**config.mk**
```make
export PLATFORM = sky130hd
export DESIGN_NAME = fan_zone_target_governor_top
export DESIGN_NICKNAME = d
export VERILOG_FILES = /design/src/rtl/fztg_pkg.sv /design/src/rtl/fan_zone_target_governor_top.sv /design/src/rtl/fztg_ram.sv
export SDC_FILE = /design/constraint.sdc
export NUM_CORES = 1
export LEC_CHECK = 0
export BUFFER_PORTS_ARGS = -buffer_cell sky130_fd_sc_hd__buf_2
export CORE_MARGIN = 2
export CORE_UTILIZATION = 57
export CTS_CLUSTER_DIAMETER = 30
export CTS_CLUSTER_SIZE = 24
export DETAILED_ROUTE_END_ITERATION = 7
export HOLD_SLACK_MARGIN = 0.05
export PLACE_DENSITY = 0.77
export SLEW_MARGIN = 5
export SYNTH_ARGS = -nofsm -noshare
export SYNTH_HDL_FRONTEND = slang
export SYNTH_HIERARCHICAL = 1
export SYNTH_SLANG_ARGS = --single-unit
```
**constraint.sdc**
```tcl
create_clock -name clock -period 6.6 [get_ports clock]
set_clock_uncertainty 0.1 [all_clocks]
set_input_delay 0.33 -clock clock [delete_from_list [all_inputs] [get_ports clock]]
set_output_delay 0.33 -clock clock [all_outputs]
set_load 0.01 [all_outputs]
```
**src/rtl/fztg_pkg.sv**
```systemverilog
package fztg_pkg;

   localparam int HOLD_SLOTS_DEF  = 8;
   localparam int TARGET_BITS_DEF = 16;
   localparam int REG_BITS        = 16;
   localparam int OP_BITS         = 3;
   localparam int SLOT_BITS       = 3;

   typedef enum logic [OP_BITS-1:0] {
      OP_TICK        = 3'd0,
      OP_INCREASE    = 3'd1,
      OP_DECREASE    = 3'd2,
      OP_SET_FLOOR   = 3'd3,
      OP_TARGET_HOLD = 3'd4,
      OP_FLOOR_HOLD  = 3'd5,
      OP_SET_TARGET  = 3'd6,
      OP_NONE        = 3'd7
   } op_type;

   localparam logic [2:0] CSR_CEILING       = 3'd0;
   localparam logic [2:0] CSR_DEFAULT_FLOOR = 3'd1;
   localparam logic [2:0] CSR_INC_DELAY     = 3'd2;
   localparam logic [2:0] CSR_DEC_INTERVAL  = 3'd3;
   localparam logic [2:0] CSR_REQUEST_BASE  = 3'd4;

endpackage

```
**src/rtl/fan_zone_target_governor_top.sv**
```systemverilog
// Path of an item: it is accepted in idle, executed, and its result registered for the
//   response; floor sets also pass the pull-up state. Hold changes sweep the hold value
//   memory one slot per cycle, then apply the result in the hold state; floor hold changes
//   then also pass the pull-up state. Refused floor changes skip the pull-up and the sweep.
// Throughput: one item at a time; the next beat is taken the cycle after the result is handed off.
// Reset: synchronous, active high; clears target, floor, timers, deltas, hold valid bits.
module fan_zone_target_governor_top #(
   parameter int HOLD_SLOTS  = fztg_pkg::HOLD_SLOTS_DEF,
   parameter int TARGET_BITS = fztg_pkg::TARGET_BITS_DEF
) (
   input  logic                          clock,
   input  logic                          reset,
   input  logic                          req_valid,
   output logic                          req_ready,
   input  logic [fztg_pkg::OP_BITS-1:0]  req_op,
   input  logic [15:0]                   req_amount,
   input  logic [fztg_pkg::SLOT_BITS-1:0] req_slot,
   input  logic                          req_hold_on,
   input  logic                          req_floor_change_ok,
   input  logic                          req_decrease_ok,
   output logic                          rsp_valid,
   input  logic                          rsp_ready,
   output logic [15:0]                   rsp_fan_target,
   output logic [15:0]                   rsp_floor_now,
   output logic                          rsp_zone_active,
   output logic                          rsp_increase_pending,
   input  logic                          csr_write,
   input  logic [2:0]                    csr_index,
   input  logic [15:0]                   csr_data
);

   localparam int TB = TARGET_BITS;
   localparam int AB = (HOLD_SLOTS > 1) ? $clog2(HOLD_SLOTS) : 1;
   localparam int CB = AB + 1;
   localparam int RB = fztg_pkg::REG_BITS;

   typedef enum logic [5:0] {
      ST_IDLE  = 6'b000001,
      ST_EXEC  = 6'b000010,
      ST_SCAN  = 6'b000100,
      ST_HOLD  = 6'b001000,
      ST_PULL  = 6'b010000,
      ST_RESP  = 6'b100000
   } state_type;

   state_type state_ff, state_in;

   // registers
   logic [TB-1:0] ceiling_ff, dflt_floor_ff, base_ff;
   logic [RB-1:0] inc_delay_ff, dec_int_ff;

   // zone state
   logic [TB-1:0] target_ff, target_in, floor_ff, floor_in;
   logic [TB-1:0] inc_delta_ff, inc_delta_in, dec_delta_ff, dec_delta_in;
   logic [RB-1:0] inc_cnt_ff, inc_cnt_in, dec_cnt_ff, dec_cnt_in;
   logic          inc_run_ff, inc_run_in, active_ff, active_in;
   logic [HOLD_SLOTS-1:0] thv_ff, thv_in, fhv_ff, fhv_in;

   // captured item
   fztg_pkg::op_type op_ff;
   logic [TB-1:0] amount_ff;
   logic [fztg_pkg::SLOT_BITS-1:0] slot_ff;
   logic on_ff, fok_ff, dok_ff;

   // scan
   logic [CB-1:0] cnt_ff, cnt_in;
   logic [TB-1:0] mx_ff, mx_in;
   logic          any_ff, any_in, rd_live_ff, rd_live_in;
   logic [AB-1:0] rd_idx_ff, rd_idx_in;

   logic [TB-1:0] rsp_target_ff, rsp_floor_ff;
   logic          rsp_active_ff, rsp_pend_ff, rsp_valid_ff, rsp_valid_in;

   // memory
   logic          t_we, f_we;
   logic [AB-1:0] wr_addr, rd_addr;
   logic [TB-1:0] wr_data, t_rd, f_rd;

   logic [TB-1:0] amt_in;
   assign amt_in = TB'(req_amount);

   fztg_ram #(.WIDTH(TB), .DEPTH(HOLD_SLOTS)) u_thold (
      .clock(clock), .wr_en(t_we), .wr_addr(wr_addr), .wr_data(wr_data),
      .rd_addr(rd_addr), .rd_data(t_rd)
   );
   fztg_ram #(.WIDTH(TB), .DEPTH(HOLD_SLOTS)) u_fhold (
      .clock(clock), .wr_en(f_we), .wr_addr(wr_addr), .wr_data(wr_data),
      .rd_addr(rd_addr), .rd_data(f_rd)
   );

   // helpers on current state
   logic [TB-1:0] base_v;
   assign base_v = (base_ff != '0) ? base_ff : target_ff;

   logic          slot_ok;
   logic [AB-1:0] slot_a;
   logic [TB-1:0] fhold_v;
   assign slot_ok = ({{(32-fztg_pkg::SLOT_BITS){1'b0}}, slot_ff} < HOLD_SLOTS);
   assign slot_a  = AB'(slot_ff);
   assign fhold_v = (amount_ff > ceiling_ff) ? ceiling_ff : amount_ff;

   // increase datapath, shared by the increase op and the floor pull-up
   logic [TB-1:0] inc_arg;
   logic [TB:0]   inc_sum;
   logic [TB-1:0] inc_req;
   logic          inc_go;
   always_comb begin
      inc_arg = (op_ff == fztg_pkg::OP_INCREASE) ? amount_ff : floor_ff - target_ff;
      inc_go  = (inc_arg > inc_delta_ff) && (target_ff < ceiling_ff);
      inc_sum = {1'b0, base_v} + {1'b0, inc_arg - inc_delta_ff};
      inc_req = (inc_sum[TB] || inc_sum[TB-1:0] > ceiling_ff) ? ceiling_ff
                                                                 : inc_sum[TB-1:0];
   end

   // tick datapath
   logic [RB-1:0] ic_nx, dc_nx;
   logic          inc_exp, dec_fire, dec_apply;
   logic [TB-1:0] dbase, dec_req;
   always_comb begin
      ic_nx    = (inc_cnt_ff != '1) ? inc_cnt_ff + 1'b1 : inc_cnt_ff;
      inc_exp  = inc_run_ff && (((inc_run_ff ? ic_nx : inc_cnt_ff)) >= inc_delay_ff);
      dc_nx    = (dec_cnt_ff != '1) ? dec_cnt_ff + 1'b1 : dec_cnt_ff;
      dec_fire = (dec_int_ff != '0) && (dc_nx >= dec_int_ff);
      // the fire check sees the increase state after this tick's expiry
      dec_apply = dok_ff && (dec_delta_ff != '0) &&
                  (inc_exp || (!inc_run_ff && inc_delta_ff == '0));
      dbase   = (base_v > ceiling_ff) ? ceiling_ff : base_v;
      dec_req = (dbase < dec_delta_ff || dbase - dec_delta_ff < floor_ff) ? floor_ff
                                                                          : dbase - dec_delta_ff;
   end

   logic [TB-1:0] fl_clamp, dfl;
   assign fl_clamp = (amount_ff > ceiling_ff) ? ceiling_ff : amount_ff;
   assign dfl      = (dflt_floor_ff > ceiling_ff) ? ceiling_ff : dflt_floor_ff;

   logic is_t;
   assign is_t = (op_ff == fztg_pkg::OP_TARGET_HOLD);

   always_comb begin
      state_in     = state_ff;
      target_in    = target_ff;
      floor_in     = floor_ff;
      inc_delta_in = inc_delta_ff;
      dec_delta_in = dec_delta_ff;
      inc_cnt_in   = inc_cnt_ff;
      dec_cnt_in   = dec_cnt_ff;
      inc_run_in   = inc_run_ff;
      active_in    = active_ff;
      thv_in       = thv_ff;
      fhv_in       = fhv_ff;
      cnt_in       = cnt_ff;
      mx_in        = mx_ff;
      any_in       = any_ff;
      rd_live_in   = 1'b0;
      rd_idx_in    = rd_idx_ff;
      rsp_valid_in = rsp_valid_ff;
      t_we         = 1'b0;
      f_we         = 1'b0;
      wr_addr      = slot_a;
      wr_data      = is_t ? amount_ff : fhold_v;
      rd_addr      = cnt_ff[AB-1:0];
      req_ready    = (state_ff == ST_IDLE) && !rsp_valid_ff;

      if (rsp_valid_ff && rsp_ready) begin
         rsp_valid_in = 1'b0;
      end

      unique case (state_ff)
         ST_IDLE: begin
            if (req_valid && req_ready) begin
               state_in = ST_EXEC;
            end
         end
         ST_EXEC: begin
            state_in = ST_RESP;
            case (op_ff)
               fztg_pkg::OP_TICK: begin
                  if (inc_run_ff) begin
                     inc_cnt_in = ic_nx;
                     if (inc_exp) begin
                        inc_run_in   = 1'b0;
                        inc_delta_in = '0;
                     end
                  end
                  if (dec_int_ff != '0) begin
                     dec_cnt_in = dc_nx;
                     if (dec_fire) begin
                        dec_cnt_in   = '0;
                        dec_delta_in = '0;
                        if (dec_apply && active_ff) begin
                           target_in = dec_req;
                        end
                     end
                  end
               end
               fztg_pkg::OP_INCREASE: begin
                  if (inc_go) begin
                     inc_delta_in = inc_arg;
                     if (active_ff) target_in = inc_req;
                     inc_cnt_in = '0;
                     inc_run_in = 1'b1;
                  end
               end
               fztg_pkg::OP_DECREASE: begin
                  if (dec_delta_ff == '0 || amount_ff < dec_delta_ff) begin
                     dec_delta_in = amount_ff;
                  end
               end
               fztg_pkg::OP_SET_FLOOR: begin
                  if (fok_ff) begin
                     floor_in = fl_clamp;
                     state_in = ST_PULL;
                  end
               end
               fztg_pkg::OP_TARGET_HOLD, fztg_pkg::OP_FLOOR_HOLD: begin
                  if (slot_ok) begin
                     if (is_t) begin
                        t_we = on_ff;
                        thv_in[slot_a] = on_ff;
                     end else begin
                        f_we = on_ff;
                        fhv_in[slot_a] = on_ff;
                     end
                  end
                  if (is_t && on_ff) active_in = 1'b0;
                  if (is_t || fok_ff) begin
                     cnt_in   = '0;
                     mx_in    = '0;
                     any_in   = 1'b0;
                     state_in = ST_SCAN;
                  end
               end
               fztg_pkg::OP_SET_TARGET: begin
                  if (active_ff) target_in = amount_ff;
               end
               default: ;
            endcase
         end
         ST_SCAN: begin
            // fold the previous read, issue the next
            if (rd_live_ff) begin
               if ((is_t ? thv_ff[rd_idx_ff] : fhv_ff[rd_idx_ff]) &&
                   (!any_ff || (is_t ? t_rd : f_rd) > mx_ff)) begin
                  mx_in  = is_t ? t_rd : f_rd;
                  any_in = 1'b1;
               end
            end
            if (cnt_ff < CB'(HOLD_SLOTS)) begin
               rd_live_in = 1'b1;
               rd_idx_in  = cnt_ff[AB-1:0];
               cnt_in     = cnt_ff + 1'b1;
            end else if (!rd_live_ff) begin
               state_in = ST_HOLD;
            end
         end
         ST_HOLD: begin
            state_in = ST_RESP;
            if (is_t) begin
               if (!any_ff) active_in = 1'b1;
               else         target_in = mx_ff;
            end else begin
               floor_in = any_ff ? mx_ff : dfl;
               state_in = ST_PULL;
            end
         end
         ST_PULL: begin
            state_in = ST_RESP;
            if (target_ff < floor_ff && inc_go) begin
               inc_delta_in = inc_arg;
               if (active_ff) target_in = inc_req;
               inc_cnt_in = '0;
               inc_run_in = 1'b1;
            end
         end
         ST_RESP: begin
            rsp_valid_in = 1'b1;
            state_in     = ST_IDLE;
         end
         default: state_in = ST_IDLE;
      endcase
   end

   always_ff @(posedge clock) begin
      if (reset) begin
         state_ff      <= ST_IDLE;
         ceiling_ff    <= TB'(16'hFFFF);
         dflt_floor_ff <= '0;
         inc_delay_ff  <= '0;
         dec_int_ff    <= '0;
         base_ff       <= '0;
         target_ff     <= '0;
         floor_ff      <= '0;
         inc_delta_ff  <= '0;
         dec_delta_ff  <= '0;
         inc_cnt_ff    <= '0;
         dec_cnt_ff    <= '0;
         inc_run_ff    <= 1'b0;
         active_ff     <= 1'b1;
         thv_ff        <= '0;
         fhv_ff        <= '0;
         rsp_valid_ff  <= 1'b0;
         rd_live_ff    <= 1'b0;
      end else begin
         state_ff     <= state_in;
         target_ff    <= target_in;
         floor_ff     <= floor_in;
         inc_delta_ff <= inc_delta_in;
         dec_delta_ff <= dec_delta_in;
         inc_cnt_ff   <= inc_cnt_in;
         dec_cnt_ff   <= dec_cnt_in;
         inc_run_ff   <= inc_run_in;
         active_ff    <= active_in;
         thv_ff       <= thv_in;
         fhv_ff       <= fhv_in;
         rsp_valid_ff <= rsp_valid_in;
         rd_live_ff   <= rd_live_in;
         if (csr_write) begin
            unique case (csr_index)
               fztg_pkg::CSR_CEILING:       ceiling_ff    <= TB'(csr_data);
               fztg_pkg::CSR_DEFAULT_FLOOR: dflt_floor_ff <= TB'(csr_data);
               fztg_pkg::CSR_INC_DELAY:     inc_delay_ff  <= csr_data;
               fztg_pkg::CSR_DEC_INTERVAL:  dec_int_ff    <= csr_data;
               fztg_pkg::CSR_REQUEST_BASE:  base_ff       <= TB'(csr_data);
               default: ;
            endcase
         end
      end
   end

   always_ff @(posedge clock) begin
      cnt_ff    <= cnt_in;
      mx_ff     <= mx_in;
      any_ff    <= any_in;
      rd_idx_ff <= rd_idx_in;
      if (req_valid && req_ready) begin
         op_ff     <= fztg_pkg::op_type'(req_op);
         amount_ff <= amt_in;
         slot_ff   <= req_slot;
         on_ff     <= req_hold_on;
         fok_ff    <= req_floor_change_ok;
         dok_ff    <= req_decrease_ok;
      end
      if (state_ff == ST_RESP) begin
         rsp_target_ff <= target_ff;
         rsp_floor_ff  <= floor_ff;
         rsp_active_ff <= active_ff;
         rsp_pend_ff   <= inc_run_ff;
      end
   end

   assign rsp_valid            = rsp_valid_ff;
   assign rsp_fan_target       = 16'(rsp_target_ff);
   assign rsp_floor_now        = 16'(rsp_floor_ff);
   assign rsp_zone_active      = rsp_active_ff;
   assign rsp_increase_pending = rsp_pend_ff;

endmodule

```
**src/rtl/fztg_ram.sv**
```systemverilog
module fztg_ram #(
   parameter int WIDTH = 16,
   parameter int DEPTH = 8
) (
   input  logic                     clock,
   input  logic                     wr_en,
   input  logic [$clog2(DEPTH)-1:0] wr_addr,
   input  logic [WIDTH-1:0]         wr_data,
   input  logic [$clog2(DEPTH)-1:0] rd_addr,
   output logic [WIDTH-1:0]         rd_data
);

   logic [WIDTH-1:0] mem [DEPTH];

   always_ff @(posedge clock) begin
      if (wr_en) begin
         mem[wr_addr] <= wr_data;
      end
      rd_data <= mem[rd_addr];
   end

endmodule
```
==> impl_metrics.toml <==
[sta]
final_max_slew_viol_count = 0
period_share = 1.06
holdWs_ps = 101
slew_headroom = 0.0718
hold_viol = 0
grt_setup_unrepaired = "yes"
layout_setup_ws_ps = -421
setup_tns_ps = -4870
setup_violations = 16
worst_pin_slew_ps = 1390
period_needed_ps = 7020
fmax_mhz = 142

[critical_path]
crit_slowest_cell = "or4_4"
endpoint_kind = "flip-flop"
cp.arrival_ps = 7420
required_ps = 7000
worstPathMaxFanout = 5
worst_setup_path_start_kind = "flip-flop"
slowest_delay_ps = 540
path_class = "flip-flop to flip-flop"

[floorplanning]
core_region_area_sq_um = 54000
die_area_sq_um = 56800
die_h_um = 238
fp.dieW_um = 238
num_rows = 85
initial_utilization = 0.579
io_pins = 85

[routing]
drc = 4
drtPass1Iterations = 8
vias = 28500
vias_per_cell = 6.66
drtAntennaViolNets = 0
avgRoutedWirePerCell_um = 28.7
finalWirelength_um = 123000
drtIter0Drc = 3631

[logic_synthesis]
async_flop_share = 0
synth_compound_area_frac = 0.144
yosysTopAreaCell = "edfxtp_1"
synth_xor_area_frac = 0.0204
yosysMostFrequentCell = "nand2_1"
synth_top_family_by_area = "compound AO/OA/AOI/OAI gates"
syn_inst = 2965
synth_common_cells = "nand2_1, edfxtp_1, dfxtp_1, a21oi_1, ha_1"
synth.area.top_cells = "edfxtp_1, dfxtp_1, ha_1"
yosysUniqueCellTypes = 92
syn_nets = 3243
syn-cell-area_sq_um = 31300
synthSimpleGateAreaFrac = 0.138
yosys-mux-area-fraction = 0.0936
synth_top_area_share = 0.325
yosysWarnings = 6
synth-seq-cells = 573
yosysSeqAreaShare = 0.475
synth-main-ff-cell = "edfxtp_1"
synth_area_per_cell_sq_um = 10.5
synth-edff-count = 339
synth_adder_area_share = 0.0926

[cells_and_area]
drive_gt1_frac = 0.277
fin_area_sq_um = 41200
final_nets = 3763
largest_registers = "u_fhold/mem: 128 flops, u_thold/mem: 128 flops"
area_growth_pct = 31.8

[power]
finalPower_mw = 14.7
p_leak_nw = 17.1
power_density_nw_per_um2 = 357
ir_drop_v = 0.000397

[status]
violations = "DRC, setup timing"
status = "finished, violations left"

[placed_design]
gp_congestion = 1.10
port_buffers = 84
dpl_worst_slack_ps = -912
hpwl_um = 82100
placedInstanceArea_sq_um = 34800

[global_route]
grtUsageTotal = 0.429
grtUsageMet1 = 0.525
grt_use_met3 = 0.0972
antenna_found_initial = 4
use_met2 = 0.685
overflow = 0
grt_max_degree = 85
grt.busiest_layer = "met2"
grt_pass1_vias = 28100
grt_first_pass_wirelength_um = 180000

[hold_path]
hold_path_class = "input port to flip-flop"

[clock_network]
clockBufferDepth = 3
cts-htree-levels = 3
cts_made_buffers = 108
cts-root-buf = "clkbuf_16"
clock_latency_ps = 700
worst_setup_hold_path_clk_slew_ps = 50
cts_tree = "yes"
numClockSinks = 573

[job]
maxCapViolCount = 0
-- power breakdown --
part / switching (mW) / internal [mW] / total (mW)
Sequential: 0.0694 / 3.89 / 3.95
Combinational: 2.35 / 2.28 / 4.62
Clock: 2.09 / 4.07 / 6.16
-- cell families (layout without fill, tap and decap cells) --
group | Yosys count | count (layout)
simple gates | 925 | 926
xor+xnor | 73 | 73
flops | 573 | 573
compound gates | 702 | 704
mux | 177 | 177
other cells | 0 | 2
buf+inv | 286 | 898
fa+ha+maj | 229 | 229
-- worst max-delay path: cells and delay by family, from the launching register on --
kind / cells / cell delay, ps
compound gates: 8 / 1560
flops: 1 / 320
buf+inv: 6 / 660
xor+xnor: 2 / 200
fa+ha+maj: 5 / 1340
simple gates: 12 / 2650
-- layout make-up --
type	instances	area [sq um]
Sequential cell	573	14900
Antenna cell	2	5.00
Inverter	158	593
Fill cell	3352	12800
Multi-Input combinational cell	2109	16700
Clock inverter	65	980
Clock buffer	140	3180
Tap cell	696	871
Timing Repair Buffer	535	4050
-- cell usage in the layout (no fill, tap or decap), types with 16 or more instances in the layout --
cell,count
buf_4,388
nand2_1,378
edfxtp_1,339
dfxtp_1,225
a21oi_1,200
nor2_1,199
ha_1,199
inv_1,153
clkbuf_16,121
o21ai_0,93
buf_2,83
nand3_1,59
a21o_1,56
mux4_1,56
mux2_2,49
nand4_1,44
dlygate4sd3_1,43
mux2i_1,40
o21ai_1,38
a211oi_1,38
nor3_1,34
a21oi_2,33
xor2_1,32
o211ai_1,29
xnor2_1,26
nand2b_1,24
ha_4,23
nor4_1,22
a22oi_1,21
nor2b_1,19
a31oi_1,19
o21a_1,17
o221ai_1,16
bufinv_16,16
-- stage by stage --
stage / utilization / cells
final: 0.763 / 4278
after global routing: 0.763 / 4276
after CTS: 0.751 / 4256
after detailed placement: 0.644 / 3958
after global placement: 0.644 / 3958
after floorplan: - / 2965
-- layer usage --
metal	share of wire	up-vias
met5	0.00028	-
met4	0.079	6
met3	0.10	597
met2	0.46	2033
met1	0.36	13700
li1	-	12200
-- path summary, 6_finish.rpt --
path / start / endpoint / slack [ps] / depth (start not counted)
worst max-delay path: floor_ff[0] / target_ff[8] / -420 / 33
worst min-delay path: reset / inc_cnt_ff[13] / 100 / 2
worst max register to register: floor_ff[0] / target_ff[8] / -420 / 33
worst min register to register: inc_delay_ff[3] / inc_delay_ff[3] / 350 / 2
-- timing repair --
item                       CTS  global route
gates cloned                 3             0
gates resized for setup    176            85
setup buffers               51            20
setup endpoints to repair   16            16
hold buffers                43             0
hold endpoints to repair   107             0
pin swaps                  121            91
Power figures use the tool's default switching activity.
